`src/rtl/cfr_pkg.sv`:
```
// cfr_pkg: shared widths, constants, state type and control structs
// used by every file of the continued fraction to rational block
// no dependencies
package cfr_pkg;

    localparam int FRAC_BITS = 32;
    localparam int MAX_STEPS = 64;
    localparam int VALUE_W   = 64;
    localparam int DEN_W     = 32;
    localparam int H_W       = VALUE_W - 1;
    localparam int Q_W       = FRAC_BITS + 1;
    localparam int STEP_W    = $clog2(MAX_STEPS);
    localparam int SHIFT_W   = $clog2(VALUE_W);

    localparam logic [DEN_W-1:0] MAX_DEN_RESET = DEN_W'(65535);
    localparam logic [Q_W-1:0]   Q_INIT        = {1'b1, {FRAC_BITS{1'b0}}};
    localparam logic [STEP_W-1:0] LAST_STEP    = STEP_W'(MAX_STEPS - 1);

    typedef enum logic [2:0] {
        ST_IDLE,
        ST_ALIGN,
        ST_DIVIDE,
        ST_UPDATE,
        ST_DONE
    } cfr_state_t;

    typedef struct packed {
        logic start;
        logic align_shift;
        logic div_step;
        logic update_step;
        logic load_out;
    } cfr_ctrl_t;

    typedef struct packed {
        logic align_more;
        logic div_overflow;
        logic div_last;
        logic upd_reject;
        logic upd_stop;
    } cfr_stat_t;

endpackage

```
`src/rtl/cfr_datapath.sv`:
```
// cfr_datapath: shared shift-subtract divider with serial convergent update
// holds remainder, divisor, convergents and quotient products
// depends on cfr_pkg
module cfr_datapath (
    input  logic                              clk,
    input  cfr_pkg::cfr_ctrl_t                ctrl,
    input  logic signed [cfr_pkg::VALUE_W-1:0] value_fixed,
    input  logic [cfr_pkg::DEN_W-1:0]         limit,
    output cfr_pkg::cfr_stat_t                stat,
    output logic                              neg,
    output logic [cfr_pkg::H_W-1:0]           h_out,
    output logic [cfr_pkg::DEN_W-1:0]         k_out
);
    import cfr_pkg::*;

    logic                neg_reg, neg_next;
    logic [VALUE_W-1:0]  rem_reg, rem_next;
    logic [Q_W-1:0]      q_reg, q_next;
    logic [VALUE_W-1:0]  d_reg, d_next;
    logic [SHIFT_W-1:0]  cnt_reg, cnt_next;
    logic [STEP_W-1:0]   step_reg, step_next;
    logic [H_W-1:0]      h0_reg, h0_next, h1_reg, h1_next, hacc_reg, hacc_next;
    logic [DEN_W-1:0]    k0_reg, k0_next, k1_reg, k1_next, kacc_reg, kacc_next;

    logic [VALUE_W-1:0]  raw;
    logic [VALUE_W:0]    d_dbl;
    logic                qbit;
    logic [DEN_W+1:0]    kmul;
    logic [H_W+1:0]      hmul;
    logic [DEN_W:0]      k2;
    logic [VALUE_W-1:0]  h2;

    // one restoring division bit plus horner step of a*k1 and a*h1
    always_comb
    begin
        raw   = value_fixed;
        d_dbl = {d_reg, 1'b0};
        qbit  = rem_reg >= d_reg;
        kmul  = {1'b0, kacc_reg, 1'b0} + {2'b00, (qbit ? k1_reg : '0)};
        hmul  = {1'b0, hacc_reg, 1'b0} + {2'b00, (qbit ? h1_reg : '0)};
        k2    = {1'b0, kacc_reg} + {1'b0, k0_reg};
        h2    = {1'b0, hacc_reg} + {1'b0, h0_reg};

        stat.align_more   = d_dbl <= {1'b0, rem_reg};
        stat.div_overflow = (kmul > {2'b00, limit}) || (hmul[H_W+1:H_W] != 2'b00);
        stat.div_last     = cnt_reg == '0;
        stat.upd_reject   = (k2 > {1'b0, limit}) || h2[VALUE_W-1];
        stat.upd_stop     = (rem_reg == '0) || (step_reg == LAST_STEP);
    end

    always_comb
    begin
        neg_next  = neg_reg;
        rem_next  = rem_reg;
        q_next    = q_reg;
        d_next    = d_reg;
        cnt_next  = cnt_reg;
        step_next = step_reg;
        h0_next   = h0_reg;
        h1_next   = h1_reg;
        k0_next   = k0_reg;
        k1_next   = k1_reg;
        hacc_next = hacc_reg;
        kacc_next = kacc_reg;

        if (ctrl.start)
        begin
            neg_next  = raw[VALUE_W-1];
            rem_next  = raw[VALUE_W-1] ? (VALUE_W'(0) - raw) : raw;
            q_next    = Q_INIT;
            d_next    = VALUE_W'(Q_INIT);
            cnt_next  = '0;
            step_next = '0;
            h0_next   = '0;
            h1_next   = H_W'(1);
            k0_next   = DEN_W'(1);
            k1_next   = '0;
            hacc_next = '0;
            kacc_next = '0;
        end
        else if (ctrl.align_shift)
        begin
            d_next   = d_dbl[VALUE_W-1:0];
            cnt_next = cnt_reg + SHIFT_W'(1);
        end
        else if (ctrl.div_step)
        begin
            if (qbit)
            begin
                rem_next = rem_reg - d_reg;
            end
            kacc_next = kmul[DEN_W-1:0];
            hacc_next = hmul[H_W-1:0];
            d_next    = d_reg >> 1;
            cnt_next  = cnt_reg - SHIFT_W'(1);
        end
        else if (ctrl.update_step && !stat.upd_reject)
        begin
            h0_next = h1_reg;
            h1_next = h2[H_W-1:0];
            k0_next = k1_reg;
            k1_next = k2[DEN_W-1:0];
            if (!stat.upd_stop)
            begin
                rem_next  = VALUE_W'(q_reg);
                q_next    = rem_reg[Q_W-1:0];
                d_next    = VALUE_W'(rem_reg[Q_W-1:0]);
                cnt_next  = '0;
                step_next = step_reg + STEP_W'(1);
                hacc_next = '0;
                kacc_next = '0;
            end
        end
    end

    always_ff @(posedge clk)
    begin
        neg_reg  <= neg_next;
        rem_reg  <= rem_next;
        q_reg    <= q_next;
        d_reg    <= d_next;
        cnt_reg  <= cnt_next;
        step_reg <= step_next;
        h0_reg   <= h0_next;
        h1_reg   <= h1_next;
        k0_reg   <= k0_next;
        k1_reg   <= k1_next;
        hacc_reg <= hacc_next;
        kacc_reg <= kacc_next;
    end

    assign neg   = neg_reg;
    assign h_out = h1_reg;
    assign k_out = k1_reg;

endmodule

```
`src/rtl/cfr_fsm.sv`:
```
// cfr_fsm: sequencer for align, divide and convergent update phases
// depends on cfr_pkg
module cfr_fsm (
    input  logic               clk,
    input  logic               rst_n,
    input  logic               value_valid,
    input  logic               out_free,
    input  cfr_pkg::cfr_stat_t stat,
    output logic               value_stall,
    output cfr_pkg::cfr_ctrl_t ctrl
);
    import cfr_pkg::*;

    cfr_state_t state_reg, state_next;

    always_ff @(posedge clk or negedge rst_n)
    begin
        if (!rst_n)
        begin
            state_reg <= ST_IDLE;
        end
        else
        begin
            state_reg <= state_next;
        end
    end

    always_comb
    begin
        state_next  = state_reg;
        ctrl        = '0;
        value_stall = 1'b1;
        case (state_reg)
            ST_IDLE:
            begin
                value_stall = 1'b0;
                if (value_valid)
                begin
                    ctrl.start = 1'b1;
                    state_next = ST_ALIGN;
                end
            end
            ST_ALIGN:
            begin
                if (stat.align_more)
                begin
                    ctrl.align_shift = 1'b1;
                end
                else
                begin
                    state_next = ST_DIVIDE;
                end
            end
            ST_DIVIDE:
            begin
                ctrl.div_step = 1'b1;
                if (stat.div_overflow)
                begin
                    state_next = ST_DONE;
                end
                else if (stat.div_last)
                begin
                    state_next = ST_UPDATE;
                end
            end
            ST_UPDATE:
            begin
                ctrl.update_step = 1'b1;
                if (stat.upd_reject || stat.upd_stop)
                begin
                    state_next = ST_DONE;
                end
                else
                begin
                    state_next = ST_ALIGN;
                end
            end
            ST_DONE:
            begin
                if (out_free)
                begin
                    ctrl.load_out = 1'b1;
                    state_next    = ST_IDLE;
                end
            end
            default:
            begin
                state_next = ST_IDLE;
            end
        endcase
    end

endmodule

```
`src/rtl/continued_fraction_to_rational.sv`:
```
// a request is accepted only in idle; the next one waits until this result is loaded
// each euclid step aligns the divisor, divides and updates; an overflowing step ends mid divide
// one request in flight at a time, and a stalled result register holds off the next request
// the single shift-subtract divider yields one quotient bit per cycle while dividing
// reset: max_denominator returns to 65535, result register empties, block idles
// continued_fraction_to_rational: top level with config and result registers
// depends on cfr_pkg, cfr_fsm, cfr_datapath
module continued_fraction_to_rational (
    input  logic                               clk,
    input  logic                               rst_n,
    input  logic                               max_denominator_wen,
    input  logic [cfr_pkg::DEN_W-1:0]          max_denominator_wdata,
    input  logic                               value_valid,
    output logic                               value_stall,
    input  logic signed [cfr_pkg::VALUE_W-1:0] value_fixed,
    output logic                               result_valid,
    input  logic                               result_stall,
    output logic signed [cfr_pkg::VALUE_W-1:0] numerator,
    output logic [cfr_pkg::DEN_W-1:0]          denominator
);
    import cfr_pkg::*;

    logic [DEN_W-1:0]   max_den_reg;
    logic [DEN_W-1:0]   limit;
    logic               result_valid_reg;
    logic [VALUE_W-1:0] numerator_reg, numerator_next;
    logic [DEN_W-1:0]   denominator_reg;
    logic               out_free;
    logic               neg;
    logic [H_W-1:0]     h_out;
    logic [DEN_W-1:0]   k_out;
    cfr_ctrl_t          ctrl;
    cfr_stat_t          stat;

    always_ff @(posedge clk or negedge rst_n)
    begin
        if (!rst_n)
        begin
            max_den_reg <= MAX_DEN_RESET;
        end
        else if (max_denominator_wen)
        begin
            max_den_reg <= max_denominator_wdata;
        end
    end

    // zero limit acts as one
    assign limit    = (max_den_reg == '0) ? DEN_W'(1) : max_den_reg;
    assign out_free = !result_valid_reg || !result_stall;

    cfr_fsm u_fsm (
        .clk         (clk),
        .rst_n       (rst_n),
        .value_valid (value_valid),
        .out_free    (out_free),
        .stat        (stat),
        .value_stall (value_stall),
        .ctrl        (ctrl)
    );

    cfr_datapath u_datapath (
        .clk         (clk),
        .ctrl        (ctrl),
        .value_fixed (value_fixed),
        .limit       (limit),
        .stat        (stat),
        .neg         (neg),
        .h_out       (h_out),
        .k_out       (k_out)
    );

    assign numerator_next = neg ? (VALUE_W'(0) - {1'b0, h_out}) : {1'b0, h_out};

    always_ff @(posedge clk or negedge rst_n)
    begin
        if (!rst_n)
        begin
            result_valid_reg <= 1'b0;
        end
        else if (ctrl.load_out)
        begin
            result_valid_reg <= 1'b1;
        end
        else if (!result_stall)
        begin
            result_valid_reg <= 1'b0;
        end
    end

    always_ff @(posedge clk)
    begin
        if (ctrl.load_out)
        begin
            numerator_reg   <= numerator_next;
            denominator_reg <= k_out;
        end
    end

    assign result_valid = result_valid_reg;
    assign numerator    = numerator_reg;
    assign denominator  = denominator_reg;

`ifndef ASSERT_OFF
    a_busy_after_accept: assert property (@(posedge clk) disable iff (!rst_n)
        value_valid && !value_stall |=> value_stall)
        else $error("request accepted but block not busy");

    a_den_nonzero: assert property (@(posedge clk) disable iff (!rst_n)
        result_valid |-> (denominator != '0) && (denominator <= limit))
        else $error("result denominator out of range");

    a_load_shows: assert property (@(posedge clk) disable iff (!rst_n)
        ctrl.load_out |=> result_valid)
        else $error("loaded result not presented");

    a_load_when_free: assert property (@(posedge clk) disable iff (!rst_n)
        ctrl.load_out |-> out_free)
        else $error("result register overwritten while stalled");
`endif

endmodule

```
`config.mk`:
```
export PLATFORM = sky130hd
export DESIGN_NAME = continued_fraction_to_rational
export DESIGN_NICKNAME = d
export VERILOG_FILES = /design/src/rtl/cfr_pkg.sv /design/src/rtl/cfr_datapath.sv /design/src/rtl/cfr_fsm.sv /design/src/rtl/continued_fraction_to_rational.sv
export SDC_FILE = /design/constraint.sdc
export NUM_CORES = 2
export LEC_CHECK = 0
export BUFFER_PORTS_ARGS = -buffer_cell sky130_fd_sc_hd__clkbuf_2
export CAP_MARGIN = 20
export CORE_AREA = 5 5 268 270
export CTS_BUF_LIST = sky130_fd_sc_hd__clkbuf_8
export DETAILED_ROUTE_END_ITERATION = 16
export DIE_AREA = 0 0 273 275
export GPL_TIMING_DRIVEN = 1
export PLACE_DENSITY_LB_ADDON = 0.25
export SKIP_CTS_REPAIR_TIMING = 1
export SYNTH_ARGS = -nofsm -noshare
export SYNTH_HDL_FRONTEND = slang
export SYNTH_SLANG_ARGS = --single-unit
```
`constraint.sdc`:
```
create_clock -name clk -period 11.6 [get_ports clk]
set_input_delay 1.74 -clock clk [delete_from_list [all_inputs] [get_ports clk]]
set_output_delay 1.74 -clock clk [all_outputs]
set_load 0.01 [all_outputs]
```
==> results.sh <==
export IMPL_async_reset_ff_frac=0.0609
export IMPL_die_h_um=275
export IMPL_synth_edf_count=161
export IMPL_p_per_area_nw_per_um2=237
export IMPL_antenna_found_initial=1
export IMPL_setup_tns_ns=0
export IMPL_fin_crit_ns=9.93
export IMPL_min_path_type="register to register"
export IMPL_worst_pin_slew_ns=1.10
export IMPL_fp_dieW_um=273
export IMPL_rsz0062_at_grt="false"
export IMPL_fillers=5933
export IMPL_finalHoldViolCount=0
export IMPL_regArea_um2=13600
export IMPL_crit_path_end="u_fsm.state_reg[1]"
export IMPL_worst_slew_margin_rel=0.249
export IMPL_critical_path_max_stage_delay_ns=0.94
export IMPL_avgRoutedWirePerCell_um=20.1
export IMPL_r2r_end="u_fsm.state_reg[1]"
export IMPL_syn_to_final_growth_pct=8.92
export IMPL_irDropWorstVdd_uv=294
export IMPL_drive_gt1_frac=0.0872
export IMPL_maxCapViolations=0
export IMPL_multi_input_area_um2=26100
export IMPL_synth_area_leaders="dfxtp_1, edfxtp_1, ha_1, a21oi_1, nand2_1"
export IMPL_cp_arrival_ns=10.54
export IMPL_hold_ws_ns=0.452
export IMPL_antenna_left=0
export IMPL_synth_area_mux_share=0.00225
export IMPL_synth_top_area_frac=0.189
export IMPL_viasPerCell=6.25
export IMPL_reg2reg_slack_ns=1.67
export IMPL_finalWeightedCongestion=0.958
export IMPL_syn_area_um2=41700
export IMPL_synth_top_family_by_area="compound AO/OA/AOI/OAI gates"
export IMPL_synth_simple_area_share=0.180
export IMPL_clk_latency_ns=0.74
export IMPL_fin_crit_sh=0.856
export IMPL_status="finished, final reports clean"
export IMPL_io_buffers=198
export IMPL_syn_inst=5111
export IMPL_post_route_drc_count=0
export IMPL_drt_pass1_iterations=7
export IMPL_grt_pass1_vias=36700
export IMPL_grt_pass1_wl_mm=196
export IMPL_drt_iter0_drc=3353
export IMPL_die_area_um2=75100
export IMPL_startpoint_type="register"
export IMPL_synth_xor_area_frac=0.0711
export IMPL_crit_path_end_kind="register"
export IMPL_hpwl_mm=90.2
export IMPL_clock_skew_ns=0.0411
export IMPL_root_buffer="clkbuf_8"
export IMPL_slew_violations=0
export IMPL_cp_startpoint="u_datapath.d_reg[39]"
export IMPL_grt_overflow_total=0
export IMPL_cp_common_cell="o21ai_0"
export IMPL_crit_type="register to register"
export IMPL_cts_tree="yes"
export IMPL_setup_violations=0
export IMPL_grt_max_degree=186
export IMPL_ff2ff_path_depth=36
export IMPL_synth_adder_area_share=0.118
export IMPL_cts_buffers_inserted=103
export IMPL_start_util=0.601
export IMPL_drt_total_wl_mm=124
export IMPL_clockBufferDepth=3
export IMPL_crit_fanout=31
export IMPL_clkSinkCount=591
export IMPL_total_leakage_power_nw=19.6
export IMPL_ys_types=86
export IMPL_ys_ff_latch=591
export IMPL_rows=97
export IMPL_rr_startpoint="u_datapath.d_reg[39]"
export IMPL_ys_seq_area_frac=0.328
export IMPL_synth_flop_cell="dfxtp_1"
export IMPL_core_area_um2=69300
export IMPL_io_pins=199
export IMPL_required_ns=12.21
export IMPL_max_freq_mhz=101
export IMPL_slowest_stage="a2111oi_0"
export IMPL_cts_htree_levels=3
export IMPL_yosysWarnings=0
export IMPL_synth_largest_area_cell="dfxtp_1"
export IMPL_via_count=38700
export IMPL_path_clk_slew_ns=0.06
export IMPL_synth_compound_area_share=0.254
export IMPL_syn_avg_cell_area_um2=8.15
export IMPL_nets=5657
export IMPL_synth_nets=5602
export IMPL_grt_use_total=0.318
area by class of cell:
type                    count  share of cell area
diodes                      1           0.0000552
clock buffers             114              0.0346
clock inverters            80              0.0138
inverters                 243              0.0203
multi-input cells        3996               0.576
flip-flops and latches    591               0.301
well taps                 940              0.0259
repair buffers            231              0.0283
cell usage in the layout (no fill, tap or decap), types with 44 or more instances in the layout:
master / n
a21oi_1: 574
o31ai_1: 84
xor2_1: 126
nor3_1: 60
edfxtp_1: 161
nor2_1: 199
ha_1: 385
clkbuf_8: 114
a22oi_1: 71
clkbuf_2: 198
a21o_1: 179
dfxtp_1: 394
o21ai_0: 291
nand4_1: 78
nand3_1: 140
nand2_1: 739
inv_1: 271
o21bai_1: 59
a211oi_1: 48
a221oi_1: 44
nor2b_1: 130
xnor2_1: 212
Yosys cell counts (all sizes together), types with 28 or more instances:
master	n
nor2	201
dfxtp	394
a221oi	44
xnor2	212
nand2	740
xor2	126
a21oi	577
ha	385
o21a	39
inv	243
or4	29
o21bai	59
or3	33
o41ai	29
nand2b	45
a21o	179
a211oi	48
clkbuf	270
nand3	140
a22o	38
o22ai	28
edfxtp	161
nor3	64
and3	34
o31ai	85
o21ai	292
nor2b	130
a31oi	39
nor4	42
a22oi	71
nand4	78
per-layer routing:
metal  up-vias  routed length (µm)  global-route usage
met5         -                   0                   0
met4         0                6290               0.145
met3       326                6880              0.0397
met2      1331               57900               0.533
met1     18300               53300               0.414
li1      18700                   -                   -
cell families after synthesis:
kind of cell	Yosys count
and+or+nand+nor	1595
buffers and inverters	524
xor gates and xnor gates	338
DFF	591
adders and majority gates	390
muxes	9
AOI/OAI and AO/OA	1664
report_power, final:
group	leakage (nW)	internal [W]	total, W	switching (W)
clock	1.24	0.00113	0.00207	0.000938
combinational	13.2	0.00193	0.00556	0.00363
sequential	5.13	0.00269	0.00311	0.000424
total	19.6	0.00575	0.0107	0.00500
worst max-delay path, delay by kind of cell, from the launching register on:
family | cells | cell delay, ns
AOI/OAI and AO/OA | 22 | 6.33
and+or+nand+nor | 8 | 1.51
adders and majority gates | 3 | 0.87
buffers and inverters | 2 | 0.58
DFF | 1 | 0.39
xor gates and xnor gates | 1 | 0.13
stage by stage:
step	total power, W	utilization	std cells	setup slack (ns)	instance area, µm²
final	0.0107	0.655	6196	1.67	45400
after global routing	0.0115	0.655	6196	0.957	45400
after CTS	0.0107	0.654	6193	1.92	45300
after detailed placement	0.00856	0.622	5999	1.94	43100
after global placement	0.00852	0.622	5999	2.27	43100
after floorplan	0.00704	-	5111	2.79	41700
worst min path at each step:
stage	start	to	cells after the start
detailed placement	u_datapath.q_reg[4]	u_datapath.q_reg[4]	2
floorplan	u_datapath.q_reg[0]	u_datapath.q_reg[0]	2
finish	u_datapath.q_reg[19]	u_datapath.q_reg[19]	2
global placement	u_datapath.q_reg[18]	u_datapath.q_reg[18]	2
global route	u_datapath.q_reg[4]	u_datapath.q_reg[4]	2
CTS	u_datapath.q_reg[4]	u_datapath.q_reg[4]	2
Power figures use the tool's default switching activity.
